## src/rtl/m4vt_pkg.sv

```systemverilog
// Shared types, opcodes and constants of the 4x4 matrix vector transform unit.
`default_nettype none

package m4vt_pkg;

  localparam int unsigned ELEM_W   = 16;
  localparam int unsigned NUM_COMP = 4;
  localparam int unsigned COEF_W   = 64;
  localparam int unsigned ACC_W    = 42;
  localparam int unsigned OP_W     = 3;

  typedef logic signed [ELEM_W-1:0]   elem_t;
  typedef logic signed [2*ELEM_W-1:0] prod_t;
  typedef logic signed [ACC_W-1:0]    acc_t;
  typedef logic [OP_W-1:0]            opcode_t;
  typedef logic [NUM_COMP-1:0][COEF_W-1:0] coef_mat_t;

  localparam opcode_t OP_FULL4      = 3'd0;
  localparam opcode_t OP_POINT3     = 3'd1;
  localparam opcode_t OP_ROTATE3    = 3'd2;
  localparam opcode_t OP_INVROTATE3 = 3'd3;
  localparam opcode_t OP_ROTATE4    = 3'd4;
  localparam opcode_t OP_INVROTATE4 = 3'd5;

  localparam acc_t ACC_ELEM_MAX = acc_t'(2 ** (ELEM_W - 1) - 1);
  localparam acc_t ACC_ELEM_MIN = acc_t'(-(2 ** (ELEM_W - 1)));
  localparam elem_t ELEM_MAX    = elem_t'(2 ** (ELEM_W - 1) - 1);
  localparam elem_t ELEM_MIN    = elem_t'(-(2 ** (ELEM_W - 1)));

  localparam coef_mat_t COEF_RESET = {
    64'h0100_0000_0000_0000,
    64'h0000_0100_0000_0000,
    64'h0000_0000_0100_0000,
    64'h0000_0000_0000_0100
  };

  typedef struct packed {
    opcode_t                    opcode;
    elem_t [NUM_COMP-1:0]       vec;
    acc_t  [NUM_COMP-1:0]       sum;
  } stage_t;

  function automatic elem_t coef_at(coef_mat_t m, logic [1:0] row, logic [1:0] col);
    return m[row][col*ELEM_W +: ELEM_W];
  endfunction

endpackage

`default_nettype wire

```

## src/rtl/m4vt_cell.sv

```systemverilog
// One column cell: adds one component's column terms to the four running sums.
`default_nettype none

module m4vt_cell #(
  parameter int unsigned Col          = 0,
  parameter int unsigned FractionBits = 8
) (
  input  wire logic                clk_i,
  input  wire logic                rst_ni,
  input  wire m4vt_pkg::coef_mat_t coef_i,
  input  wire logic                valid_i,
  input  wire m4vt_pkg::stage_t    data_i,
  output logic                     ready_o,
  output logic                     valid_o,
  output m4vt_pkg::stage_t         data_o,
  input  wire logic                ready_i
);

  logic             valid_q;
  m4vt_pkg::stage_t data_q, data_d;
  logic             transposed;
  m4vt_pkg::elem_t  coef   [m4vt_pkg::NUM_COMP];
  m4vt_pkg::prod_t  prod   [m4vt_pkg::NUM_COMP];
  m4vt_pkg::acc_t   term   [m4vt_pkg::NUM_COMP];

  assign ready_o = !valid_q || ready_i;
  assign valid_o = valid_q;
  assign data_o  = data_q;

  always_comb begin
    transposed = (data_i.opcode == m4vt_pkg::OP_INVROTATE3) ||
                 (data_i.opcode == m4vt_pkg::OP_INVROTATE4);
    data_d = data_i;
    for (int r = 0; r < m4vt_pkg::NUM_COMP; r++) begin
      coef[r] = transposed ? m4vt_pkg::coef_at(coef_i, 2'(Col), 2'(r))
                           : m4vt_pkg::coef_at(coef_i, 2'(r), 2'(Col));
      prod[r] = m4vt_pkg::prod_t'(coef[r]) * m4vt_pkg::prod_t'(data_i.vec[Col]);
      term[r] = m4vt_pkg::acc_t'($signed(prod[r]));
      if (Col == m4vt_pkg::NUM_COMP - 1) begin
        if (data_i.opcode == m4vt_pkg::OP_POINT3) begin
          term[r] = m4vt_pkg::acc_t'($signed(coef[r])) <<< FractionBits;
        end else if (data_i.opcode == m4vt_pkg::OP_ROTATE3 ||
                     data_i.opcode == m4vt_pkg::OP_INVROTATE3) begin
          term[r] = '0;
        end
      end
      data_d.sum[r] = $signed(data_i.sum[r]) + $signed(term[r]);
    end
  end

  always_ff @(posedge clk_i or negedge rst_ni) begin
    if (!rst_ni) begin
      valid_q <= 1'b0;
    end else if (ready_o) begin
      valid_q <= valid_i;
    end
  end

  always_ff @(posedge clk_i) begin
    if (valid_i && ready_o) begin
      data_q <= data_d;
    end
  end

endmodule

`default_nettype wire

```

## config.mk

```make
export PLATFORM = sky130hd
export DESIGN_NAME = m4vt_cell
export DESIGN_NICKNAME = d
export VERILOG_FILES = /design/src/rtl/m4vt_pkg.sv /design/src/rtl/m4vt_cell.sv
export SDC_FILE = /design/constraint.sdc
export NUM_CORES = 2
export LEC_CHECK = 0
export ABC_AREA = 0
export BUFFER_PORTS_ARGS = -buffer_cell sky130_fd_sc_hd__buf_4
export CAP_MARGIN = 20
export CORE_UTILIZATION = 25
export CTS_BUF_LIST = sky130_fd_sc_hd__clkbuf_4
export CTS_CLUSTER_SIZE = 16
export DETAILED_ROUTE_END_ITERATION = 10
export SYNTH_ARGS = -nofsm -noshare
export SYNTH_HDL_FRONTEND = slang
export SYNTH_SLANG_ARGS = --single-unit
```

## constraint.sdc

```tcl
create_clock -name clk_i -period 8.62 [get_ports clk_i]
set_input_delay 0.431 -clock clk_i [delete_from_list [all_inputs] [get_ports clk_i]]
set_output_delay 0.431 -clock clk_i [all_outputs]
set_load 0.005 [all_outputs]
```

## Word level (Yosys, flattened, before mapping)

Index checks and enable logic that the tools add are counted.

- Bits in registers: 236
- Output and inout bits: 237
- Word-level logic and storage cells: 27

- Equal/unequal tests: 2
- $mul: 4
- Reductions and logical operators: 4
- Add/sub/neg operators: 4
- Multiplexer cells: 3

Operators with widths:

| cell | number |
|---|---|
| $add 42x32->42 | 4 |
| $mul 16x16->32 | 4 |
| $mux 16 | 3 |
| $eq 3x2->1 const B | 1 |
| $eq 3x3->1 const B | 1 |
| $logic_or 1x1->1 | 2 |
| $logic_and 1x1->1 | 1 |
| $logic_not 1->1 | 1 |

## Logic depth before layout (Yosys ltp)

- Depth in word-level cells: 5
- Mapped depth: 30

## Worst setup path after synthesis

Ideal clock, no wire load.

- Kind: in2reg
- From: input port data_i[233] in the netlist's numbering
- To: register data_q (netlist bit data_o[119]) (data pin)
- Slack: 0.771 ns
- Stages on the path: 26
- Buffers on the path: 2
- Data arrival time: 7.588 ns
- Required time: 8.359 ns
- Cells stage by stage: xor2_1 -> nand2_1 -> clkbuf_1 -> mux2_2 -> clkbuf_1 -> nand2_1 -> inv_1 -> fa_1 -> inv_1 -> fa_1 -> fa_1 -> inv_1 -> fa_1 -> fa_1 -> inv_1 -> fa_1 -> inv_1 -> ha_1 -> nand4_1 -> or4_1 -> a211oi_2 -> nor4_2 -> o31ai_4 -> a31o_2 -> nor4_1 -> a311o_1

RTL lines:

| what | line | source |
|---|---|---|
| from (decl) | m4vt_cell.sv:12 | `input wire m4vt_pkg::stage_t data_i,` |
| to (signal assigned) | m4vt_cell.sv:61 | `data_q <= data_d;` |
| to (decl) | m4vt_cell.sv:20 | `m4vt_pkg::stage_t data_q, data_d;` |

==> impl_metrics.env <==
export IMPL_cp_slowest_cell="a2111oi_0"
export IMPL_nFillCells=24030
export IMPL_die_area_um2=235200
export IMPL_hold_path_class="input port to register"
export IMPL_cts_buffers=74
export IMPL_multiInputGateArea_um2=44500
export IMPL_viasPerCell=4.339
export IMPL_clock_latency_ns=1.06
export IMPL_die_x_um=485.0
export IMPL_crit_required_ns=9.38
export IMPL_path_delay_family="adder cells"
export IMPL_drc=0
export IMPL_rsz0062_at_grt="false"
export IMPL_regArea_um2=7082
export IMPL_synth_area_um2=58330
export IMPL_timing_final_max_slew_violations=0
export IMPL_cp_arrival_ns=8.85
export IMPL_ant_nets=0
export IMPL_port_buffers=587
export IMPL_drt_iter0_drc=1936
export IMPL_synth_flop_cell="edfxtp_1"
export IMPL_syn_inst=5857
export IMPL_grt_pass1_wl_mm=268.5
export IMPL_path_max_fanout=22
export IMPL_wl_per_cell_um=17.76
export IMPL_drt_wl_total_mm=171.7
export IMPL_clock_path_buffers=3
export IMPL_synthArstFlopShare_pct=0.4237
export IMPL_globalRouteOverflowTotal=0
export IMPL_clock_root_buffer="clkbuf_4"
export IMPL_place_detailed_hpwl_mm=141.1
export IMPL_final_common_cell="inv_1"
export IMPL_h_tree_depth=3
export IMPL_num_io_pins=732
export IMPL_grt_pass1_vias=46270
export IMPL_timing_final_crit_period_ns=8.086
export IMPL_final_cell_mix="inv_1 (1608), fa_1 (1352), buf_4 (690)"
export IMPL_setup_viol_count_final=0
export IMPL_synth_cell_types=74
export IMPL_area_growth_pct=18.35
export IMPL_placed_area_um2=66670
export IMPL_yosysTopAreaCell="fa_1"
export IMPL_relSlewSlack_pct=29.91
export IMPL_critPathCaptureType="register"
export IMPL_rows=176
export IMPL_post_cts_resized=0
export IMPL_fin_skew_ns=0.08450
export IMPL_grt_usage_pct=14.92
export IMPL_synth_edf_count=235
export IMPL_fmax_mhz=123.7
export IMPL_cp_slowest_stage_delay_ns=0.81
export IMPL_start_util_pct=25.25
export IMPL_gp_congestion=0.8647
export IMPL_yosys_area_top_type_share_pct=46.40
export IMPL_fin_area_um2=69030
export IMPL_ys_seq_elements=236
export IMPL_core_um2=231000
export IMPL_hold_viol=0
export IMPL_status="finished clean"
export IMPL_cts_tree="done"
export IMPL_synth_seq_area_share_pct=12.14
export IMPL_critPathMostFrequentCell="fa_1"
export IMPL_syn_nets=8180
export IMPL_path_class="input port to register"
export IMPL_maxCapViolations=0
export IMPL_post_synth_main_area_contributors="fa_1 (46%), edfxtp_1 (12%), inv_1 (10%)"
export IMPL_grt_max_degree=114
export IMPL_cts_sinks=236
export IMPL_dr_pass1_iters=7
export IMPL_antenna_found_initial=20
export IMPL_critical_path_buf_inv_count=9
export IMPL_yosysWarnings=0
export IMPL_fin_crit_sh_pct=93.81
export IMPL_path_clk_slew_ns=0.06
export IMPL_start_kind="input port"
export IMPL_via_count=41960
export IMPL_die_height_um=485.0
export IMPL_tightest_slew_ns=1.051
export IMPL_drive_gt1_share_pct=13.15
export IMPL_finalNetCount=8896
export IMPL_syn_area_per_cell_um2=9.959
[per-stage QoR]
| step | hold WS, ns | util, % | setup slack (ns) | instances | TNS (ns) |
|---|---|---|---|---|---|
| after global placement | 0.2063 | 28.86 | -0.1862 | 9384 | -0.3425 |
| after CTS | 0.001727 | 29.86 | 0.5448 | 9649 | 0 |
| after detailed placement | 0.2083 | 28.86 | -0.1306 | 9384 | -0.1844 |
| after global routing | 0.07025 | 29.88 | 0.1604 | 9668 | 0 |
| final | 0.1967 | 29.88 | 0.5340 | 9669 | 0 |
| after floorplan | 0.1354 | - | 0.7712 | 5857 | 0 |
[worst min-delay path, cell delays in order]
cell	delay [ns]
buf_4	0.08
ha_1	0.12
ha_1	0.13
ha_1	0.12
ha_1	0.12
ha_1	0.11
[area by class of cell]
type	count	share of cell area [%]
Multi-Input combinational cell	3818	64.46
Timing Repair Buffer	833	9.635
Clock buffer	93	1.011
Tap cell	3026	5.485
Clock inverter	33	0.3262
Inverter	1610	8.756
Antenna cell	20	0.07250
Sequential cell	236	10.26
[Yosys cell counts, types with 6 or more instances]
| cell | n |
|---|---|
| nor4_1 | 11 |
| and3_1 | 11 |
| nand2b_1 | 33 |
| ha_1 | 476 |
| inv_1 | 1608 |
| nand4_1 | 18 |
| nand3_1 | 27 |
| o21a_1 | 25 |
| or2_2 | 8 |
| o21ai_0 | 80 |
| fa_1 | 1352 |
| or3_1 | 7 |
| o21bai_1 | 21 |
| a21oi_1 | 133 |
| xor2_1 | 42 |
| o31ai_1 | 6 |
| o31a_1 | 7 |
| nand2_1 | 565 |
| a211oi_1 | 17 |
| xnor2_1 | 116 |
| nor2b_1 | 56 |
| mux2_2 | 46 |
| and2_1 | 427 |
| nor2_1 | 131 |
| nor3_1 | 25 |
| clkbuf_1 | 191 |
| a31oi_1 | 15 |
| o211ai_1 | 13 |
| a21o_1 | 60 |
| edfxtp_1 | 235 |
[state kept, by name (all words and copies together), names as in the netlist]
signal   count
data_o     235
valid_o      1
[kinds of logic (layout without fill, tap and decap cells)]
logic type	after synthesis	in the layout	synth area share, %
simple gates	1344	1344	11.43
compound gates	439	439	4.904
fa+ha+maj	1828	1828	56.61
buf+inv	1803	2569	11.60
xor+xnor	158	158	2.373
other cells	0	20	0
mux	49	49	0.9396
flops	236	236	12.14
[timing repair]
| item | 4_1_cts | 5_1_grt |
|---|---|---|
| hold buffers | 139 | 0 |
| setup buffers | 0 | 0 |
| endpoints found under the hold margin | 95 | 0 |
[metal layers]
| metal | vias up | part of all wire [%] | track usage, % |
|---|---|---|---|
| li1 | 18890 | - | - |
| met1 | 21720 | 42 | 18.73 |
| met2 | 1112 | 49 | 25.59 |
| met3 | 219 | 5.4 | 2.890 |
| met4 | 16 | 3.2 | 4.815 |
| met5 | - | 0.052 | 0 |
[path summary, 6_finish.rpt]
| kind | start | slack (ns) | endpoint | cells past startpoint |
|---|---|---|---|---|
| worst max-delay path | data_i[233] | 0.53 | data_o[166] | 29 |
| worst min-delay path | data_i[44] | 0.20 | data_o[44] | 6 |
| worst max register to register | valid_o | 6.57 | data_o[117] | 3 |
| worst min register to register | valid_o | 0.92 | data_o[220] | 2 |
| max in group asynchronous | rst_ni | 7.78 | valid_o | 4 |
| min in group asynchronous | rst_ni | 0.74 | valid_o | 4 |
Power is not shown: default switching activity piles up to over one toggle a cycle in this logic, so the estimate is an artifact.
