==> config.mk <==
export PLATFORM = sky130hd
export DESIGN_NAME = m4vt_sat
export DESIGN_NICKNAME = d
export VERILOG_FILES = /design/src/rtl/m4vt_pkg.sv /design/src/rtl/m4vt_sat.sv
export SDC_FILE = /design/constraint.sdc
export NUM_CORES = 1
export LEC_CHECK = 0
export BUFFER_PORTS_ARGS = -buffer_cell sky130_fd_sc_hd__buf_2
export CORE_AREA = 5 5 115 117
export CTS_CLUSTER_DIAMETER = 50
export DETAILED_ROUTE_END_ITERATION = 8
export DIE_AREA = 0 0 120 122
export PLACE_DENSITY_LB_ADDON = 0.15
export SLEW_MARGIN = 30
export SYNTH_ARGS = -nofsm -noshare
export SYNTH_HDL_FRONTEND = slang
export SYNTH_SLANG_ARGS = --single-unit
==> constraint.sdc <==
create_clock -name clk_i -period 3.95 [get_ports clk_i]
set_clock_uncertainty 0.2 [all_clocks]
set_input_delay 0.1975 -clock clk_i [delete_from_list [all_inputs] [get_ports clk_i]]
set_output_delay 0.1975 -clock clk_i [all_outputs]
set_load 0.05 [all_outputs]
==> src/rtl/m4vt_pkg.sv <==
// Shared types, opcodes and constants of the 4x4 matrix vector transform unit.
`default_nettype none

package m4vt_pkg;

  localparam int unsigned ELEM_W   = 16;
  localparam int unsigned NUM_COMP = 4;
  localparam int unsigned COEF_W   = 64;
  localparam int unsigned ACC_W    = 42;
  localparam int unsigned OP_W     = 3;

  typedef logic signed [ELEM_W-1:0]   elem_t;
  typedef logic signed [2*ELEM_W-1:0] prod_t;
  typedef logic signed [ACC_W-1:0]    acc_t;
  typedef logic [OP_W-1:0]            opcode_t;
  typedef logic [NUM_COMP-1:0][COEF_W-1:0] coef_mat_t;

  localparam opcode_t OP_FULL4      = 3'd0;
  localparam opcode_t OP_POINT3     = 3'd1;
  localparam opcode_t OP_ROTATE3    = 3'd2;
  localparam opcode_t OP_INVROTATE3 = 3'd3;
  localparam opcode_t OP_ROTATE4    = 3'd4;
  localparam opcode_t OP_INVROTATE4 = 3'd5;

  localparam acc_t ACC_ELEM_MAX = acc_t'(2 ** (ELEM_W - 1) - 1);
  localparam acc_t ACC_ELEM_MIN = acc_t'(-(2 ** (ELEM_W - 1)));
  localparam elem_t ELEM_MAX    = elem_t'(2 ** (ELEM_W - 1) - 1);
  localparam elem_t ELEM_MIN    = elem_t'(-(2 ** (ELEM_W - 1)));

  localparam coef_mat_t COEF_RESET = {
    64'h0100_0000_0000_0000,
    64'h0000_0100_0000_0000,
    64'h0000_0000_0100_0000,
    64'h0000_0000_0000_0100
  };

  typedef struct packed {
    opcode_t                    opcode;
    elem_t [NUM_COMP-1:0]       vec;
    acc_t  [NUM_COMP-1:0]       sum;
  } stage_t;

  function automatic elem_t coef_at(coef_mat_t m, logic [1:0] row, logic [1:0] col);
    return m[row][col*ELEM_W +: ELEM_W];
  endfunction

endpackage

`default_nettype wire

==> src/rtl/m4vt_sat.sv <==
// Output stage: shift, saturate, mask unused components and hold the result.
`default_nettype none

module m4vt_sat #(
  parameter int unsigned FractionBits = 8
) (
  input  wire logic             clk_i,
  input  wire logic             rst_ni,
  input  wire logic             valid_i,
  input  wire m4vt_pkg::stage_t data_i,
  output logic                  ready_o,
  output logic                  valid_o,
  output logic [m4vt_pkg::NUM_COMP*m4vt_pkg::ELEM_W-1:0] data_o,
  output logic                  sat_o,
  input  wire logic             ready_i
);

  logic valid_q;
  logic [m4vt_pkg::NUM_COMP*m4vt_pkg::ELEM_W-1:0] data_q, data_d;
  logic sat_q, sat_d;
  logic op_ok;
  m4vt_pkg::acc_t  shifted [m4vt_pkg::NUM_COMP];
  m4vt_pkg::elem_t value   [m4vt_pkg::NUM_COMP];
  logic [m4vt_pkg::NUM_COMP-1:0] active, over, under;

  assign ready_o = !valid_q || ready_i;
  assign valid_o = valid_q;
  assign data_o  = data_q;
  assign sat_o   = sat_q;

  always_comb begin
    op_ok  = (data_i.opcode <= m4vt_pkg::OP_INVROTATE4);
    sat_d  = 1'b0;
    data_d = '0;
    for (int r = 0; r < m4vt_pkg::NUM_COMP; r++) begin
      shifted[r] = $signed(data_i.sum[r]) >>> FractionBits;
      over[r]    = $signed(shifted[r]) > $signed(m4vt_pkg::ACC_ELEM_MAX);
      under[r]   = $signed(shifted[r]) < $signed(m4vt_pkg::ACC_ELEM_MIN);
      active[r]  = op_ok && ((r < m4vt_pkg::NUM_COMP - 1) ||
                             (data_i.opcode == m4vt_pkg::OP_FULL4));
      if (over[r]) begin
        value[r] = m4vt_pkg::ELEM_MAX;
      end else if (under[r]) begin
        value[r] = m4vt_pkg::ELEM_MIN;
      end else begin
        value[r] = shifted[r][m4vt_pkg::ELEM_W-1:0];
      end
      if (active[r]) begin
        data_d[r*m4vt_pkg::ELEM_W +: m4vt_pkg::ELEM_W] = value[r];
        sat_d = sat_d | over[r] | under[r];
      end
    end
  end

  always_ff @(posedge clk_i or negedge rst_ni) begin
    if (!rst_ni) begin
      valid_q <= 1'b0;
    end else if (ready_o) begin
      valid_q <= valid_i;
    end
  end

  always_ff @(posedge clk_i) begin
    if (valid_i && ready_o) begin
      data_q <= data_d;
      sat_q  <= sat_d;
    end
  end

endmodule

`default_nettype wire

* Yosys cells after proc, flatten, opt, wreduce, memory -nomap -nowiden *
Index checks and enable logic that the tools add are counted.

storage, ports and cells
  register bits after elaboration = 66
  input bits = 239
  output and inout port bits = 67
  word-level logic and storage cells = 47

cells by class
  order comparisons = 9
  multiplexer cells = 12
  bitwise gates (word level) = 9
  reduce and logical (&&, ||, !) cells = 9

operators by type and width
  kind                    number
  $gt A34 B16 Y1 const B  4
  $lt A34 B16 Y1 const B  4
  $mux W16                4
  $mux W15                4
  $reduce_or A2 Y1        4
  $or A1 B1 Y1            7
  $mux W1                 4
  $le A3 B3 Y1 const B    1
  $logic_not A3 Y1        1
  $logic_and A1 B1 Y1     2
  $not A1 Y1              2
  $logic_not A1 Y1        1
  $logic_or A1 B1 Y1      1

* Depth between registers and ports, before layout *
Gate-level depths: netlist of the first run.

  depth in word-level cells = 12
  gate-level depth with buffers = 6
  depth with buffers taken out = 5

* Worst setup path before layout of the first run *
OpenSTA, ideal clock, no wires.

  path kind = reg2reg
  start point = reg valid_q, in the netlist valid_o
  end point = reg data_q (netlist bit data_o[0]), enable pin
  library setup time = 0.430 ns
  arrival = 2.673 ns
  required time = 3.320 ns
  setup slack = 0.648 ns
  cell stages (with the launch flop) = 3
  buffers on the path = 0
  clock period less this slack = 3.302 ns
  cell sequence = dfrtp_1 nand2b_1 and2_1

on the way
  longest elaborated chain between the ends = 3

ends and longest elaborated chain
  element                 RTL line        RTL
  from (decl)             m4vt_sat.sv:18  logic valid_q;
  from (signal assigned)  m4vt_sat.sv:59  valid_q <= valid_i;
  $logic_not A1 Y1        m4vt_sat.sv:26  assign ready_o = !valid_q || ready_i;
  $logic_or A1 B1 Y1      m4vt_sat.sv:26
  named net ready_o       m4vt_sat.sv:11  output logic ready_o,
  $logic_and A1 B1 Y1     m4vt_sat.sv:64  if (valid_i && ready_o) begin
  to (signal assigned)    m4vt_sat.sv:65  data_q <= data_d;
  to (decl)               m4vt_sat.sv:19  logic [m4vt_pkg::NUM_COMP*m4vt_pkg::ELEM_W-1:0] data_q, data_d;

The timed path passes the listed nets, and every way through them passes these cells.
A chain may end at the register's enable or synchronous reset.

* Final worst setup path of the first run *
  start point = in data_i[41] (netlist name)
  end point = reg sat_q, in the netlist sat_o, data pin

on the way
  longest elaborated chain between the ends = 12
  elaborated cells between the ends (all ways) = 13
  those cells by class = 2 x order compare; 4 x mux; 7 x bitwise

ends and longest elaborated chain
  element                                                  RTL line                        RTL
  from (decl)                                              m4vt_sat.sv:10                  input wire m4vt_pkg::stage_t data_i,
  $gt A34 B16 Y1 / $lt A34 B16 Y1 (equally long branches)  m4vt_sat.sv:37, m4vt_sat.sv:38
  $or A1 B1 Y1 *                                           m4vt_sat.sv:50                  sat_d = sat_d | over[r] | under[r];
  $mux W1 *                                                m4vt_sat.sv:48                  if (active[r]) begin
  $or A1 B1 Y1 (2 in series)                               m4vt_sat.sv:50
  $mux W1 *                                                m4vt_sat.sv:48
  $or A1 B1 Y1 (2 in series)                               m4vt_sat.sv:50
  $mux W1 *                                                m4vt_sat.sv:48
  $or A1 B1 Y1 (2 in series)                               m4vt_sat.sv:50
  $mux W1 *                                                m4vt_sat.sv:48
  named net sat_d                                          m4vt_sat.sv:20                  logic sat_q, sat_d;
  to (signal assigned)                                     m4vt_sat.sv:66                  sat_q <= sat_d;
  to (decl)                                                m4vt_sat.sv:20

Mark *: on every way through the listed nets, which the timed path passes. The rest lies on a longest branch.

==> flow_summary.json, run 1 <==
{
  "ys.warnings.count": 0,
  "final_cells": 639,
  "drc": 0,
  "peakVddDrop_mv": 0.207,
  "avgSynthCellArea_um2": 14.4,
  "relSlewSlack_pct": 39.9,
  "path_buf_inv": 2,
  "path_clk_slew_ns": 0.05,
  "clk_latency_ns": 0.32,
  "area_growth_pct": 73.2,
  "criticalPathCategory": "input pin to flip-flop",
  "drive_above_1_share_pct": 47.2,
  "fin_tns_setup_ns": 0,
  "rows": 41,
  "cts_tree": "done",
  "synth_top_area_share_pct": 66.0,
  "wl_per_cell_um": 14.8,
  "gr-total-overflow": 0,
  "cp.required_ns": 3.92,
  "numPlacedInstances": 557,
  "fmax_mhz": 515,
  "power.density_mw_per_mm2": 393,
  "cts_buffer_depth": 2,
  "vias": 2864,
  "ys_types": 21,
  "io_pins": 306,
  "synthCells": 205,
  "place_congestion": 0.742,
  "leakage_nw": 2.15,
  "synth.area.top_cells": "edfxtp_1 (66%), o21a_1 (16%), nand4_1 (3.4%)",
  "max_stage_delay_ns": 0.70,
  "rsz0062_at_grt": "no",
  "critPathLaunchType": "input pin",
  "setup_viol": 0,
  "status": "finished clean",
  "endpoint_kind": "flip-flop",
  "start_util_pct": 24.1,
  "finalCritPeriodShare_pct": 49.2,
  "io_buffers": 209,
  "dp_hpwl_mm": 7.00,
  "cts_buffers": 9,
  "worstMarginPinSlew_ns": 0.898,
  "most-common-layout-cells": "buf_2 (209), dlygate4sd3_1 (66), edfxtp_1 (65)",
  "hold_viol_final": 0,
  "hp-class": "input pin to flip-flop",
  "grt_pass1_wl_mm": 14.7,
  "die_w_um": 120,
  "coreArea_mm2": 0.0123,
  "cts.repair.resized": 0,
  "wl_mm": 9.44,
  "synth-seq-area-share_pct": 66.9,
  "cp.arrival_ns": 1.92,
  "numClockSinks": 66,
  "htree_num_levels": 3,
  "die-height_um": 122,
  "final_nets": 723,
  "antenna_left": 0,
  "cts_root_buf": "clkbuf_16",
  "synth_largest_area_cell": "edfxtp_1",
  "cap_viol_max_count": 0,
  "vias_per_cell": 4.48,
  "crit_chain": "dlygate4sd3_1 > buf_2 > a31oi_2 > a2111oi_0 > a21boi_1",
  "synth_fp_nets": 444,
  "top_layer_used": "met4",
  "final_util_pct": 41.8,
  "wl_met1_mm": 3.86,
  "finalPower_w": 0.00201,
  "n_fill_cell": 1194,
  "drtIter0Drc": 121,
  "grt_max_degree": 66,
  "num_antenna_cells": 0,
  "syn_area_mm2": 0.00296,
  "cpMaxStageDelayCell": "a31oi_2",
  "dr_wl_met2_mm": 4.57,
  "die_area_mm2": 0.0146,
  "met3_length_um": 856,
  "timing.hold.ws_ns": 0.0325,
  "grt_usage_pct": 12.8,
  "period_needed_ns": 1.94,
  "drv_slew": 0,
  "layout_commonest_cell": "buf_2",
  "ys_ff_latch": 66,
  "crit_family": "compound AO/OA/AOI/OAI gates",
  "drt_first_pass_iters": 4,
  "grt_pass1_vias": 3076,
  "worstPathMaxFanout": 16,
  "antenna_found_initial": 0
}
==> synthesized netlist by cell type <==
cell	n
buf_6	3
o21a_1	63
or4_1	3
a21boi_1	2
nand2_1	4
clkbuf_1	4
and4_1	1
nand2b_1	2
nor3_1	2
nand4_1	16
dfrtp_1	1
nor2_1	4
nor4_1	16
and3_1	4
buf_2	1
edfxtp_1	65
a31oi_1	4
a21oi_4	3
a2111oi_2	1
a2111oi_0	1
and2_1	5
==> through the flow <==
| step | worst slack [ns] | area (um2) |
|---|---|---|
| 2_1_floorplan | 0.648 | 2960 |
| 3_3_place_gp | 1.61 | 4170 |
| 3_5_place_dp | 1.64 | 4170 |
| 4_1_cts | 1.99 | 5110 |
| 5_1_grt | 1.87 | 5120 |
| 6_report | 2.01 | 5120 |
==> logic make-up (layout without fill, tap and decap cells) <==
| family | count (synthesis) | count (layout) | share of synthesized area, % |
|---|---|---|---|
| DFF | 66 | 66 | 66.9 |
| and+or+nand+nor | 57 | 57 | 11.5 |
| AOI/OAI and AO/OA | 74 | 74 | 19.8 |
| buffers and inverters | 8 | 292 | 1.82 |
==> layer usage <==
metal / GRT usage, % / vias to the layer above
met3: 4.09 / 15
met1: 14.9 / 1306
met2: 22.1 / 138
met4: 4.58 / 0
li1: - / 1405
met5: 0 / -
==> sequential cells by signal, indices dropped and copies added (netlist names) <==
signal	cells
valid_o	1
sat_o	1
data_o	64
==> repair_timing <==
action | in CTS | in global routing
endpoints found under the hold margin | 64 | 0
setup buffers | 0 | 0
hold buffers | 66 | 0
setup endpoints to repair | 0 | 0
==> path summary, 6_finish.rpt <==
path,slack [ns],end,start,depth (start not counted)
worst max-delay path,2.01,sat_o,data_i[41],5
worst min-delay path,0.03,data_o[31],data_i[83],2
worst max register to register,2.10,data_o[15],valid_o,2
worst min register to register,0.88,valid_o,valid_o,3
max in group asynchronous,2.95,valid_o,rst_ni,3
min in group asynchronous,0.50,valid_o,rst_ni,3
==> final cells by class <==
class / count / area (um2) / share of cell area [%]
Timing Repair Buffer: 276 / 1710 / 33.5
Clock buffer: 13 / 240 / 4.69
Multi-Input combinational cell: 131 / 960 / 18.7
Clock inverter: 3 / 42.5 / 0.831
Sequential cell: 66 / 1980 / 38.6
Tap cell: 150 / 188 / 3.66
==> where the power goes <==
group          switching [W]  total, W  internal [W]
combinational       0.000257  0.000409      0.000152
sequential        0.00000938  0.000831      0.000822
clock               0.000282  0.000771      0.000488
total               0.000548   0.00201       0.00146
(Power assumes the default switching activity.)
==> run 2: changes to the inputs <==
--- a/config.mk
+++ b/config.mk
@@ -6,10 +6,10 @@
 export NUM_CORES = 1
 export LEC_CHECK = 0
 export BUFFER_PORTS_ARGS = -buffer_cell sky130_fd_sc_hd__buf_2
-export CORE_AREA = 5 5 115 117
+export CORE_AREA = 5 5 116 118
 export CTS_CLUSTER_DIAMETER = 50
 export DETAILED_ROUTE_END_ITERATION = 8
-export DIE_AREA = 0 0 120 122
+export DIE_AREA = 0 0 121 123
 export PLACE_DENSITY_LB_ADDON = 0.15
 export SLEW_MARGIN = 30
 export SYNTH_ARGS = -nofsm -noshare
==> constraint.sdc (replaced) <==
create_clock -name clk_i -period 1.8 [get_ports clk_i]
set_clock_uncertainty 0.2 [all_clocks]
set_input_delay 0.09 -clock clk_i [delete_from_list [all_inputs] [get_ports clk_i]]
set_output_delay 0.09 -clock clk_i [all_outputs]
set_load 0.05 [all_outputs]
==> flow_summary.json, run 2 (synthesized netlist as in run 1, its figures left out) <==
{
  "status": "finished clean",
  "largest_reg_flops": 64,
  "crit_chain": "buf_2 > nand4_1 > or4_1 > o21a_1 > a2111oi_2 > a21boi_1",
  "hp-start": "data_i[154]",
  "r2r_start": "valid_o",
  "min_to": "sat_o",
  "final_cells": 674,
  "drtIter0Drc": 93,
  "drc": 0,
  "ff2ff_setup_slack_ns": 0.38,
  "vias": 2903,
  "io_pins": 306,
  "cts_buffer_depth": 2,
  "numPlacedInstances": 591,
  "timing.hold.ws_ns": 0.152,
  "wl_mm": 9.44,
  "fmax_mhz": 626,
  "grt_pass1_vias": 3151,
  "dp_hpwl_mm": 7.14,
  "endpoint_kind": "flip-flop",
  "path_buf_inv": 1,
  "drive_above_1_share_pct": 48.4,
  "path_clk_slew_ns": 0.05,
  "cp.arrival_ns": 1.45,
  "place_congestion": 0.744,
  "drt_first_pass_iters": 4,
  "grt_max_degree": 35,
  "period_needed_ns": 1.60,
  "hp-class": "input pin to flip-flop",
  "relSlewSlack_pct": 71.2,
  "stdcell_area_mm2": 0.00534,
  "power.density_mw_per_mm2": 853,
  "num_antenna_cells": 0,
  "io_buffers": 209,
  "htree_num_levels": 3,
  "clk_latency_ns": 0.32,
  "die_w_um": 121,
  "wl_per_cell_um": 14.0,
  "most-common-layout-cells": "buf_2 (209), dlygate4sd3_1 (68), edfxtp_1 (65)",
  "die-height_um": 123,
  "rsz0062_at_grt": "no",
  "critPathLaunchType": "input pin",
  "n_fill_cell": 1166,
  "rows": 41,
  "final_nets": 737,
  "final_util_pct": 43.2,
  "finalCritPeriodShare_pct": 88.8,
  "r2r-end": "valid_o",
  "multi_input_area_um2": 955,
  "cts_root_buf": "clkbuf_16",
  "cp.required_ns": 1.65,
  "layout_commonest_cell": "buf_2",
  "setup_ws_ns": 0.201,
  "worstMarginPinSlew_ns": 0.421,
  "numClockSinks": 66,
  "grt_usage_pct": 12.8,
  "cts_buffers": 9,
  "vias_per_cell": 4.31,
  "path_depth": 6,
  "coreArea_mm2": 0.0124,
  "grt_pass1_wl_mm": 15.1,
  "antenna_left": 0,
  "cpMaxStageDelayCell": "or4_1",
  "area_growth_pct": 80.4,
  "crit_family": "compound AO/OA/AOI/OAI gates",
  "min_path_cells": 4,
  "die_area_mm2": 0.0149,
  "cap_viol_max_count": 0,
  "hold_viol_final": 0,
  "gr-total-overflow": 0,
  "setup_viol": 0,
  "dp_worst_setup_slack_ns": -0.152,
  "ff2ff_path_depth": 3,
  "start_util_pct": 23.9,
  "worstPathMaxFanout": 2,
  "placed_area_mm2": 0.00435,
  "max_stage_delay_ns": 0.50,
  "drv_slew": 0,
  "peakVddDrop_mv": 0.345,
  "criticalPathCategory": "input pin to flip-flop",
  "cts.repair.resized": 0,
  "startpoint": "data_i[120]",
  "antenna_found_initial": 0,
  "cts_tree": "done",
  "leakage_nw": 2.25,
  "seq_area_mm2": 0.00198
}
run 2: how the worst max path moves through the flow:
stage                           end  slack (ns)
after floorplan           data_o[0]       -0.09
after global placement        sat_o       -0.12
after detailed placement      sat_o       -0.15
after CTS                     sat_o        0.21
after global routing          sat_o        0.11
final                         sat_o        0.20
run 2: worst register-to-register path: cells and delay by family, from the launching register on:
family                 cells  cell delay (ns)
buffers and inverters      1             0.55
AND/OR/NAND/NOR            2             0.13
flip-flops                 1             0.41
run 2: layer usage:
layer / vias to the layer above / global-route usage (%) / wire [um]
li1: 1434 / - / -
met1: 1323 / 15.3 / 3840
met2: 136 / 21.8 / 4580
met3: 10 / 3.39 / 849
met4: 0 / 5.52 / 163
met5: - / 0 / 0
run 2: metrics by stage:
stage / power [W] / TNS, ns
3_3_place_gp: 0.00269 / -0.318
2_1_floorplan: 0.00234 / -5.93
4_1_cts: 0.00463 / 0
3_5_place_dp: 0.00269 / -0.441
5_1_grt: 0.00475 / 0
6_report: 0.00455 / 0
run 2: cell type report:
class / count / area share [%]
repair buffers: 290 / 35.4
clock buffers: 11 / 4.36
well taps: 172 / 4.03
clock inverters: 4 / 1.27
multi-input cells: 131 / 17.9
flip-flops and latches: 66 / 37.1
run 2: report_power, final:
part           leakage [nW]  total [W]  internal, W  switching, W
Clock                 0.145    0.00178      0.00120      0.000586
Combinational          1.46   0.000943     0.000375      0.000568
Sequential            0.649    0.00183      0.00180     0.0000233
Total                  2.25    0.00455      0.00337       0.00118
run 2: timing repair:
| action | in CTS | in global routing |
|---|---|---|
| hold endpoints to repair | 66 | 0 |
| hold buffers | 68 | 0 |
| setup buffers | 0 | 0 |
